`src/hw/rtl/plfa_pkg.sv`:
```
// package for the pixel lut fill alpha compositor
// holds sizes, codes, lane and control structs and the saturation helper
// no dependencies
package plfa_pkg;

  localparam int NUM_BANDS   = 3;
  localparam int IN_BITS     = 8;
  localparam int OUT_BITS    = 8;
  localparam int FIELD_BANDS = 3;
  localparam int TABLE_SIZE  = 1 << IN_BITS;

  localparam int PIX_W  = 8;
  localparam int BAND_W = 2;
  localparam int PROD_W = 2 * PIX_W;
  localparam int CFG_W  = 8;

  typedef logic [PIX_W-1:0]    pix_t;
  typedef logic [OUT_BITS-1:0] lut_t;
  typedef logic [IN_BITS-1:0]  idx_t;
  typedef logic [PROD_W-1:0]   prod_t;
  typedef logic [CFG_W-1:0]    cfg_idx_t;

  typedef enum logic [1:0] {
    MODE_WRITE = 2'd0,
    MODE_MAP   = 2'd1,
    MODE_FILL  = 2'd2,
    MODE_BLEND = 2'd3
  } plfa_mode_e;

  localparam cfg_idx_t CFG_FILL0 = cfg_idx_t'(0);
  localparam cfg_idx_t CFG_FILL1 = cfg_idx_t'(1);
  localparam cfg_idx_t CFG_FILL2 = cfg_idx_t'(2);
  localparam cfg_idx_t CFG_TOL   = cfg_idx_t'(3);

  typedef struct packed {
    pix_t  lut;
    prod_t prod_dst;
    prod_t prod_lut;
    pix_t  dest;
  } plfa_lane_t;

  typedef struct packed {
    logic       valid;
    plfa_mode_e mode;
    logic       written;
  } plfa_ctrl_t;

  function automatic pix_t sat_lut(lut_t v);
    pix_t r;
    if (v > lut_t'(8'hFF)) begin
      r = 8'hFF;
    end else begin
      r = v[PIX_W-1:0];
    end
    return r;
  endfunction

endpackage

```
`src/hw/rtl/plfa_if.sv`:
```


interface plfa_res_if import plfa_pkg::*; ();
  logic valid;
  logic ready;
  pix_t out_band0;
  pix_t out_band1;
  pix_t out_band2;
  logic written;

  modport source (output valid, out_band0, out_band1, out_band2, written, input ready);
  modport sink (input valid, out_band0, out_band1, out_band2, written, output ready);
endinterface


```
`src/hw/rtl/plfa_merge.sv`:
```
// merge stage: sums lane products, divides by 255, selects per mode, output register
// depends on plfa_pkg and plfa_if
module plfa_merge import plfa_pkg::*; (
  input  logic              clk_i,
  input  logic              rst_ni,
  input  plfa_ctrl_t        ctrl_i,
  input  plfa_lane_t        lanes_i [FIELD_BANDS],
  output logic              load_o,
  plfa_res_if.source        res_o
);

  logic ov_q;
  logic ov_d;
  pix_t band_q [FIELD_BANDS];
  pix_t band_d [FIELD_BANDS];
  logic written_q;
  logic [PROD_W:0] sum [FIELD_BANDS];
  logic [PROD_W:0] rnd [FIELD_BANDS];
  logic [PIX_W:0]  quo [FIELD_BANDS];
  pix_t blend [FIELD_BANDS];

  assign load_o = !ov_q || res_o.ready;
  assign ov_d   = load_o ? ctrl_i.valid : ov_q;

  always_comb begin
    for (int b = 0; b < FIELD_BANDS; b++) begin
      sum[b] = {1'b0, lanes_i[b].prod_dst} + {1'b0, lanes_i[b].prod_lut};
      // x / 255 as (x + (x >> 8) + 1) >> 8, exact for x up to 255 * 255
      rnd[b] = {1'b0, sum[b][PROD_W-1:0]} + (PROD_W+1)'(sum[b][PROD_W-1:PIX_W])
               + (PROD_W+1)'(1);
      quo[b] = rnd[b][PROD_W:PIX_W];
      blend[b] = quo[b][PIX_W] ? 8'hFF : quo[b][PIX_W-1:0];
      if (b >= NUM_BANDS || !ctrl_i.written) begin
        band_d[b] = lanes_i[b].dest;
      end else if (ctrl_i.mode == MODE_BLEND) begin
        band_d[b] = blend[b];
      end else begin
        band_d[b] = lanes_i[b].lut;
      end
    end
  end

  always_ff @(posedge clk_i or negedge rst_ni) begin
    if (!rst_ni) begin
      ov_q <= 1'b0;
    end else begin
      ov_q <= ov_d;
    end
  end

  always_ff @(posedge clk_i) begin
    if (load_o && ctrl_i.valid) begin
      band_q    <= band_d;
      written_q <= ctrl_i.written;
    end
  end

  assign res_o.valid     = ov_q;
  assign res_o.out_band0 = band_q[0];
  assign res_o.out_band1 = band_q[1];
  assign res_o.out_band2 = band_q[2];
  assign res_o.written   = written_q;

endmodule

```
`src/flat_wrapper.sv`:
```
// flat-port wrapper written by rule: the top's interface ports become plain ports
module plfa_merge_flat import plfa_pkg::*;
  (clk_i, rst_ni, ctrl_i, lanes_i, load_o, res_o_valid, res_o_out_band0, res_o_out_band1, res_o_out_band2, res_o_written, res_o_ready);
  plfa_res_if res_o_i ();
  input  logic clk_i;
  input  logic rst_ni;
  input  plfa_ctrl_t ctrl_i;
  input  plfa_lane_t lanes_i[FIELD_BANDS];
  output logic load_o;
  output wire logic [$bits(res_o_i.valid)-1:0] res_o_valid;
  output wire logic [$bits(res_o_i.out_band0)-1:0] res_o_out_band0;
  output wire logic [$bits(res_o_i.out_band1)-1:0] res_o_out_band1;
  output wire logic [$bits(res_o_i.out_band2)-1:0] res_o_out_band2;
  output wire logic [$bits(res_o_i.written)-1:0] res_o_written;
  input wire logic [$bits(res_o_i.ready)-1:0] res_o_ready;
  assign res_o_valid = res_o_i.valid;
  assign res_o_out_band0 = res_o_i.out_band0;
  assign res_o_out_band1 = res_o_i.out_band1;
  assign res_o_out_band2 = res_o_i.out_band2;
  assign res_o_written = res_o_i.written;
  assign res_o_i.ready = res_o_ready;
  plfa_merge u_core (.clk_i(clk_i), .rst_ni(rst_ni), .ctrl_i(ctrl_i), .lanes_i(lanes_i), .load_o(load_o), .res_o(res_o_i));
endmodule
```
`config.mk`:
```
export PLATFORM = sky130hd
export DESIGN_NAME = plfa_merge_flat
export DESIGN_NICKNAME = d
export VERILOG_FILES = /design/src/hw/rtl/plfa_pkg.sv /design/src/hw/rtl/plfa_if.sv /design/src/hw/rtl/plfa_merge.sv /design/src/flat_wrapper.sv
export SDC_FILE = /design/constraint.sdc
export NUM_CORES = 1
export LEC_CHECK = 0
export BUFFER_PORTS_ARGS = -buffer_cell sky130_fd_sc_hd__buf_2
export CORE_ASPECT_RATIO = 1.5
export CORE_MARGIN = 2
export CORE_UTILIZATION = 51
export CTS_CLUSTER_SIZE = 8
export DETAILED_ROUTE_END_ITERATION = 16
export PLACE_DENSITY = 0.88
export SLEW_MARGIN = 10
export SYNTH_ARGS = -nofsm -noshare
export SYNTH_HDL_FRONTEND = slang
export SYNTH_SLANG_ARGS = --single-unit
```
`constraint.sdc`:
```
create_clock -name clk_i -period 1.9 [get_ports clk_i]
set_input_delay 0.285 -clock clk_i [delete_from_list [all_inputs] [get_ports clk_i]]
set_output_delay 0.285 -clock clk_i [all_outputs]
set_load 0.02 [all_outputs]
```
==> results.md, run 1 <==
* Num CTS Buffers at 3
* Status: aborted with a tool error
* Inst Count DP at 1,004
* Post-synth top cells: ha_1 (60), a21oi_1 (50), nor2_1 (44), nand2_1 (39)
* Cells after Synth at 566
* GRT Resource Usage Total at 0.702
* I/O pin count at 178
* Routability cong. at 0.919
* Synth async-reset ratio at 0.0385
* Clock buffer depth at 2
* Root Driver: clkbuf_16
* Clk sinks at 26
* Top post-synthesis cells by area: edfxtp_1 (16%), ha_1 (16%), a21oi_1 (5.5%)
* First Error: [ERROR GRT-0232] Routing congestion too high. Check the congestion heatmap in the GUI.
* Largest net degree at the start of global routing at 26
* Port Buf Inserts at 177
* Die W at 81.4 um
* Yosys cell types at 79
* Die height at 120 um
* DPL Wire Length at 14,400 um
* Syn_nets at 780
* Rows at 42
* Post-synthesis sequential area ratio at 0.169
* YS warnings at 0
* Worst Endpoint after GRT Repair: u_core.res_o.out_band0[0]$_DFFE_PP_/D
* Worst-path end type: register input
* Post-synthesis cell area at 4580 um^2
* Synth Flop Type: edfxtp_1
* GRT Residual Overflow at 33
* Post-Syn Area per Cell at 8.10 um^2
* EDFF count, synth at 25
* Post-synth top area share at 0.164
* Synth area leader: edfxtp_1
* Seq cells post-synth at 26
* Initial core utilization at 0.522
* Fail Step: global routing
* Most frequent cell after synthesis: ha_1
* Number of H-tree levels at 1
* Worst slack at placement at -1900 ps
## cell families after synthesis
logic type      synth area share
buf+inv                   0.0328
mux                       0.0131
simple gates               0.207
flops                      0.169
xor+xnor                  0.0781
compound gates             0.323
fa+ha+maj                  0.177
## timing repair
item / in CTS
endpoints found under the setup margin: 24
resized for setup: 60
hold endpoints to repair: 1
buffers inserted: 21
pin swaps: 72
hold buffers: 1
gates cloned: 1
## per-stage QoR
step	area, um^2	TNS, ps
after CTS	7690	-33990
after detailed placement	7080	-43870
after global placement	7080	-39850
after floorplan	4890	-34310
## routing by layer
layer / GRT overflow / global-route usage
met4: 15 / 0.712
met5: 0 / 0.147
met2: 16 / 0.871
met1: 1 / 0.683
met3: 1 / 0.545
==> run 2: changes to the inputs <==
--- a/config.mk
+++ b/config.mk
@@ -6,12 +6,10 @@
 export NUM_CORES = 1
 export LEC_CHECK = 0
 export BUFFER_PORTS_ARGS = -buffer_cell sky130_fd_sc_hd__buf_2
-export CORE_ASPECT_RATIO = 1.5
 export CORE_MARGIN = 2
-export CORE_UTILIZATION = 51
-export CTS_CLUSTER_SIZE = 8
+export CORE_UTILIZATION = 40
 export DETAILED_ROUTE_END_ITERATION = 16
-export PLACE_DENSITY = 0.88
+export PLACE_DENSITY_LB_ADDON = 0.15
 export SLEW_MARGIN = 10
 export SYNTH_ARGS = -nofsm -noshare
 export SYNTH_HDL_FRONTEND = slang
==> results.md, run 2 <==
* Antenna cell count at 0
* Drt wl/cell at 15.2 um
* Synth Flop Type: edfxtp_1 (unchanged)
* Root Driver: clkbuf_16 (unchanged)
* Post-Syn Area per Cell at 8.10 um^2 (unchanged)
* Synth async-reset ratio at 0.0385 (unchanged)
* First-pass GRT wire length at 26,900 um
* Crit path DAT at 3510 ps
* Fmax at 287 MHz
* Post-synth top area share at 0.164 (unchanged)
* Post-synthesis mux area share at 0.0131 (unchanged)
* Port Buf Inserts at 177 (unchanged)
* Worst slack at placement at -1950 ps (was -1900 ps)
* Setup TNS at -34,460 ps
* Clock buffer depth at 2 (unchanged)
* Fraction of layout cells with a size suffix above 1 at 0.537
* WL final at 16,500 um
* Die W at 111 um (was 81.4 um)
* Number of max-cap violations at 0
* Commonest non-fill, non-tap cell in the layout: buf_4
* Post-synthesis cell area at 4580 um^2 (unchanged)
* Final setup fails at 24
* Hold Path Sink: u_core.res_o.valid$_DFFE_PN0N_
* Max-slew violation count at 0
* CP delay by family, top: compound AO/OA/AOI/OAI gates
* Most frequent CP cell: buf_6
* Setup slack after layout at -1580 ps
* Initial core utilization at 0.405 (was 0.522)
* Status: finished, violations left (was aborted with a tool error)
* Largest family of logic cells by synthesized area: compound AO/OA/AOI/OAI gates (unchanged)
* Worst path required time at 1920 ps
* Slew margin rel. at 0.627
* Hold depth at 2
* GRT Residual Overflow at 0
* Slowest stage delay, CP at 330 ps
* Vias in the first global route at 6,110
* Routability cong. at 0.890 (was 0.919)
* Post-synthesis sequential area ratio at 0.169 (unchanged)
* EDFF count, synth at 25 (unchanged)
* Yosys cell types at 79 (unchanged)
* Synth area leader: edfxtp_1 (unchanged)
* DRT antenna net count at 0
* Clock skew at 6.86 ps
* I/O pin count at 178 (unchanged)
* Seq cells post-synth at 26 (unchanged)
* Nets at 1,155
* Leakage dissipation at 0.00373 uW
* DPL Wire Length at 13,000 um (was 14,400 um)
* Clk pin slew, worst setup/hold paths at 70 ps
* CTS tree: done
* DR vias at 5,855
* Worst Path Max Fanout at 5
* FF-to-FF path depth at 3
* Layout Area Growth over Synthesis at 76.0%
* Post-synth top cells: ha_1 (60), a21oi_1 (50), nor2_1 (44), nand2_1 (39) (unchanged)
* Final period demand of the worst path at 3480 ps
* Skew-Pair Late Insertion Delay at 260 ps
* FF-to-FF End: u_core.res_o.out_band2[7]$_DFFE_PP_
* Post-synthesis simple-gate area fraction at 0.207 (unchanged)
* Number of antenna violations at the first check in global routing at 0
* Adder-cell share of the synthesized area at 0.177 (unchanged)
* Worst Hold Launch: ctrl_i[3]
* Worst setup SP type: input pin
* Reg2reg setup slack at 640 ps
* Num CTS Buffers at 3 (unchanged)
* Most frequent cell after synthesis: ha_1 (unchanged)
* Largest net degree at the start of global routing at 26
* Rows at 39 (was 42)
* Slew @ Worst Pin at 557 ps
* Cells after Synth at 566 (unchanged)
* Vias per std cell at 5.41
* Final hold vios at 0
* YS warnings at 0 (unchanged)
* Synth Area in Compound Gates at 0.323 (unchanged)
* RR Startpoint: u_core.res_o.valid$_DFFE_PN0N_
* Worst setup EP type: flip-flop
* DRT iter0 DRCs at 364
* WS Path Type: input pin to flip-flop
* PD cells at 610 nW/um^2
* Syn_nets at 780 (unchanged)
* Top post-synthesis cells by area: edfxtp_1 (16%), ha_1 (16%), a21oi_1 (5.5%) (unchanged)
* Filler cell count at 893
* Number of H-tree levels at 1 (unchanged)
* Worst path bufs/invs at 6
* Die footprint at 12,300 um^2
* Synth Area in XOR/XNOR at 0.0781 (unchanged)
* Hold crit path type: input pin to flip-flop
* Drt pass-1 iters at 5
* Residual DRC at 0
* Die height at 111 um (was 120 um)
* GRT Resource Usage Total at 0.259
* Clk sinks at 26 (unchanged)
* CP max-delay cell: fa_2
* Violated checks: setup timing
* Core Region at 11,300 um^2
* CP cell instances: buf_8, ha_4, inv_2, fa_2, nand2b_4, a21oi_4, o21ba_4, o2111ai_4, buf_4, a211o_1, o2111a_1, inv_1, ha_1, nand2_1, o21ai_2, o211ai_4, buf_6, buf_6, mux2i_1, o21a_1
* Commonest non-fill, non-tap cells in the layout: buf_4 (195), buf_2 (170), nor2_1 (43)
* Period utilisation layout at 1.83
* Peak supply drop at 0.292 mV
* RSZ-0062 raised after global routing: true
==> run 2: cell counts after synthesis <==
Identical to the previous run, type by type.
==> run 2: final cells by class <==
cell class	count	area, um^2	area share
Timing Repair Buffer	382	2510	0.311
Inverter	27	101	0.0126
Clock buffer	3	75.1	0.00930
Clock inverter	1	30.0	0.00372
Tap cell	143	179	0.0222
Sequential cell	26	776	0.0961
Multi-Input combinational cell	501	4400	0.545
==> run 2: logic make-up (layout without fill, tap and decap cells) <==
family / count (synthesis) / in the layout
xor gates and xnor gates: 40 / 40
buffers and inverters: 39 / 413
and+or+nand+nor: 181 / 181
adders and majority gates: 63 / 63
AOI/OAI and AO/OA: 211 / 211
DFF: 26 / 26
muxes: 6 / 6
==> run 2: metal layers <==
metal | share of wire | routed length [um] | global-route usage
met5 | 0 | 0 | 0
met4 | 0.030 | 493 | 0.0979
met3 | 0.053 | 877 | 0.0328
met2 | 0.51 | 8370 | 0.479
met1 | 0.41 | 6730 | 0.304
==> run 2: how the worst max path moves through the flow <==
stage | from | endpoint | slack (ps) | cells after the start
global placement | lanes_i[105] | u_core.res_o.out_band0[7]$_DFFE_PP_ | -1880 | 15
floorplan | lanes_i[104] | u_core.res_o.out_band0[0]$_DFFE_PP_ | -1590 | 17
detailed placement | lanes_i[105] | u_core.res_o.out_band0[4]$_DFFE_PP_ | -1950 | 15
finish | lanes_i[120] | u_core.res_o.out_band0[6]$_DFFE_PP_ | -1580 | 20
CTS | lanes_i[120] | u_core.res_o.out_band0[6]$_DFFE_PP_ | -1500 | 21
global route | lanes_i[120] | u_core.res_o.out_band0[6]$_DFFE_PP_ | -1710 | 21
==> run 2: report_power, final <==
group | leakage (uW) | internal [uW] | switching [uW]
sequential | 0.000246 | 688 | 14.6
combinational | 0.00343 | 1830 | 1780
clock | 0.0000511 | 419 | 196
==> run 2: stage by stage <==
stage               hold slack [ps]  total power [uW]  cell area, um^2  std cells  utilization
floorplan                     -10.6              2440             4890        566            -
global placement               60.9              3540             7160       1042        0.633
detailed placement             63.1              3630             7160       1042        0.633
CTS                             228              4670             7840       1076        0.693
global route                    243              5260             8070       1083        0.713
finish                          232              4920             8070       1083        0.713
==> run 2: what timing repair did <==
item / in CTS / in global routing
pin swaps: 72 / 41
resized for setup: 63 / 33
hold endpoints to repair: 1 / 0
hold buffers: 1 / 0
setup buffers: 29 / 7
endpoints found under the setup margin: 24 / 24
gates cloned: 0 / 0
Note: power is estimated with default switching activity, not from simulation.
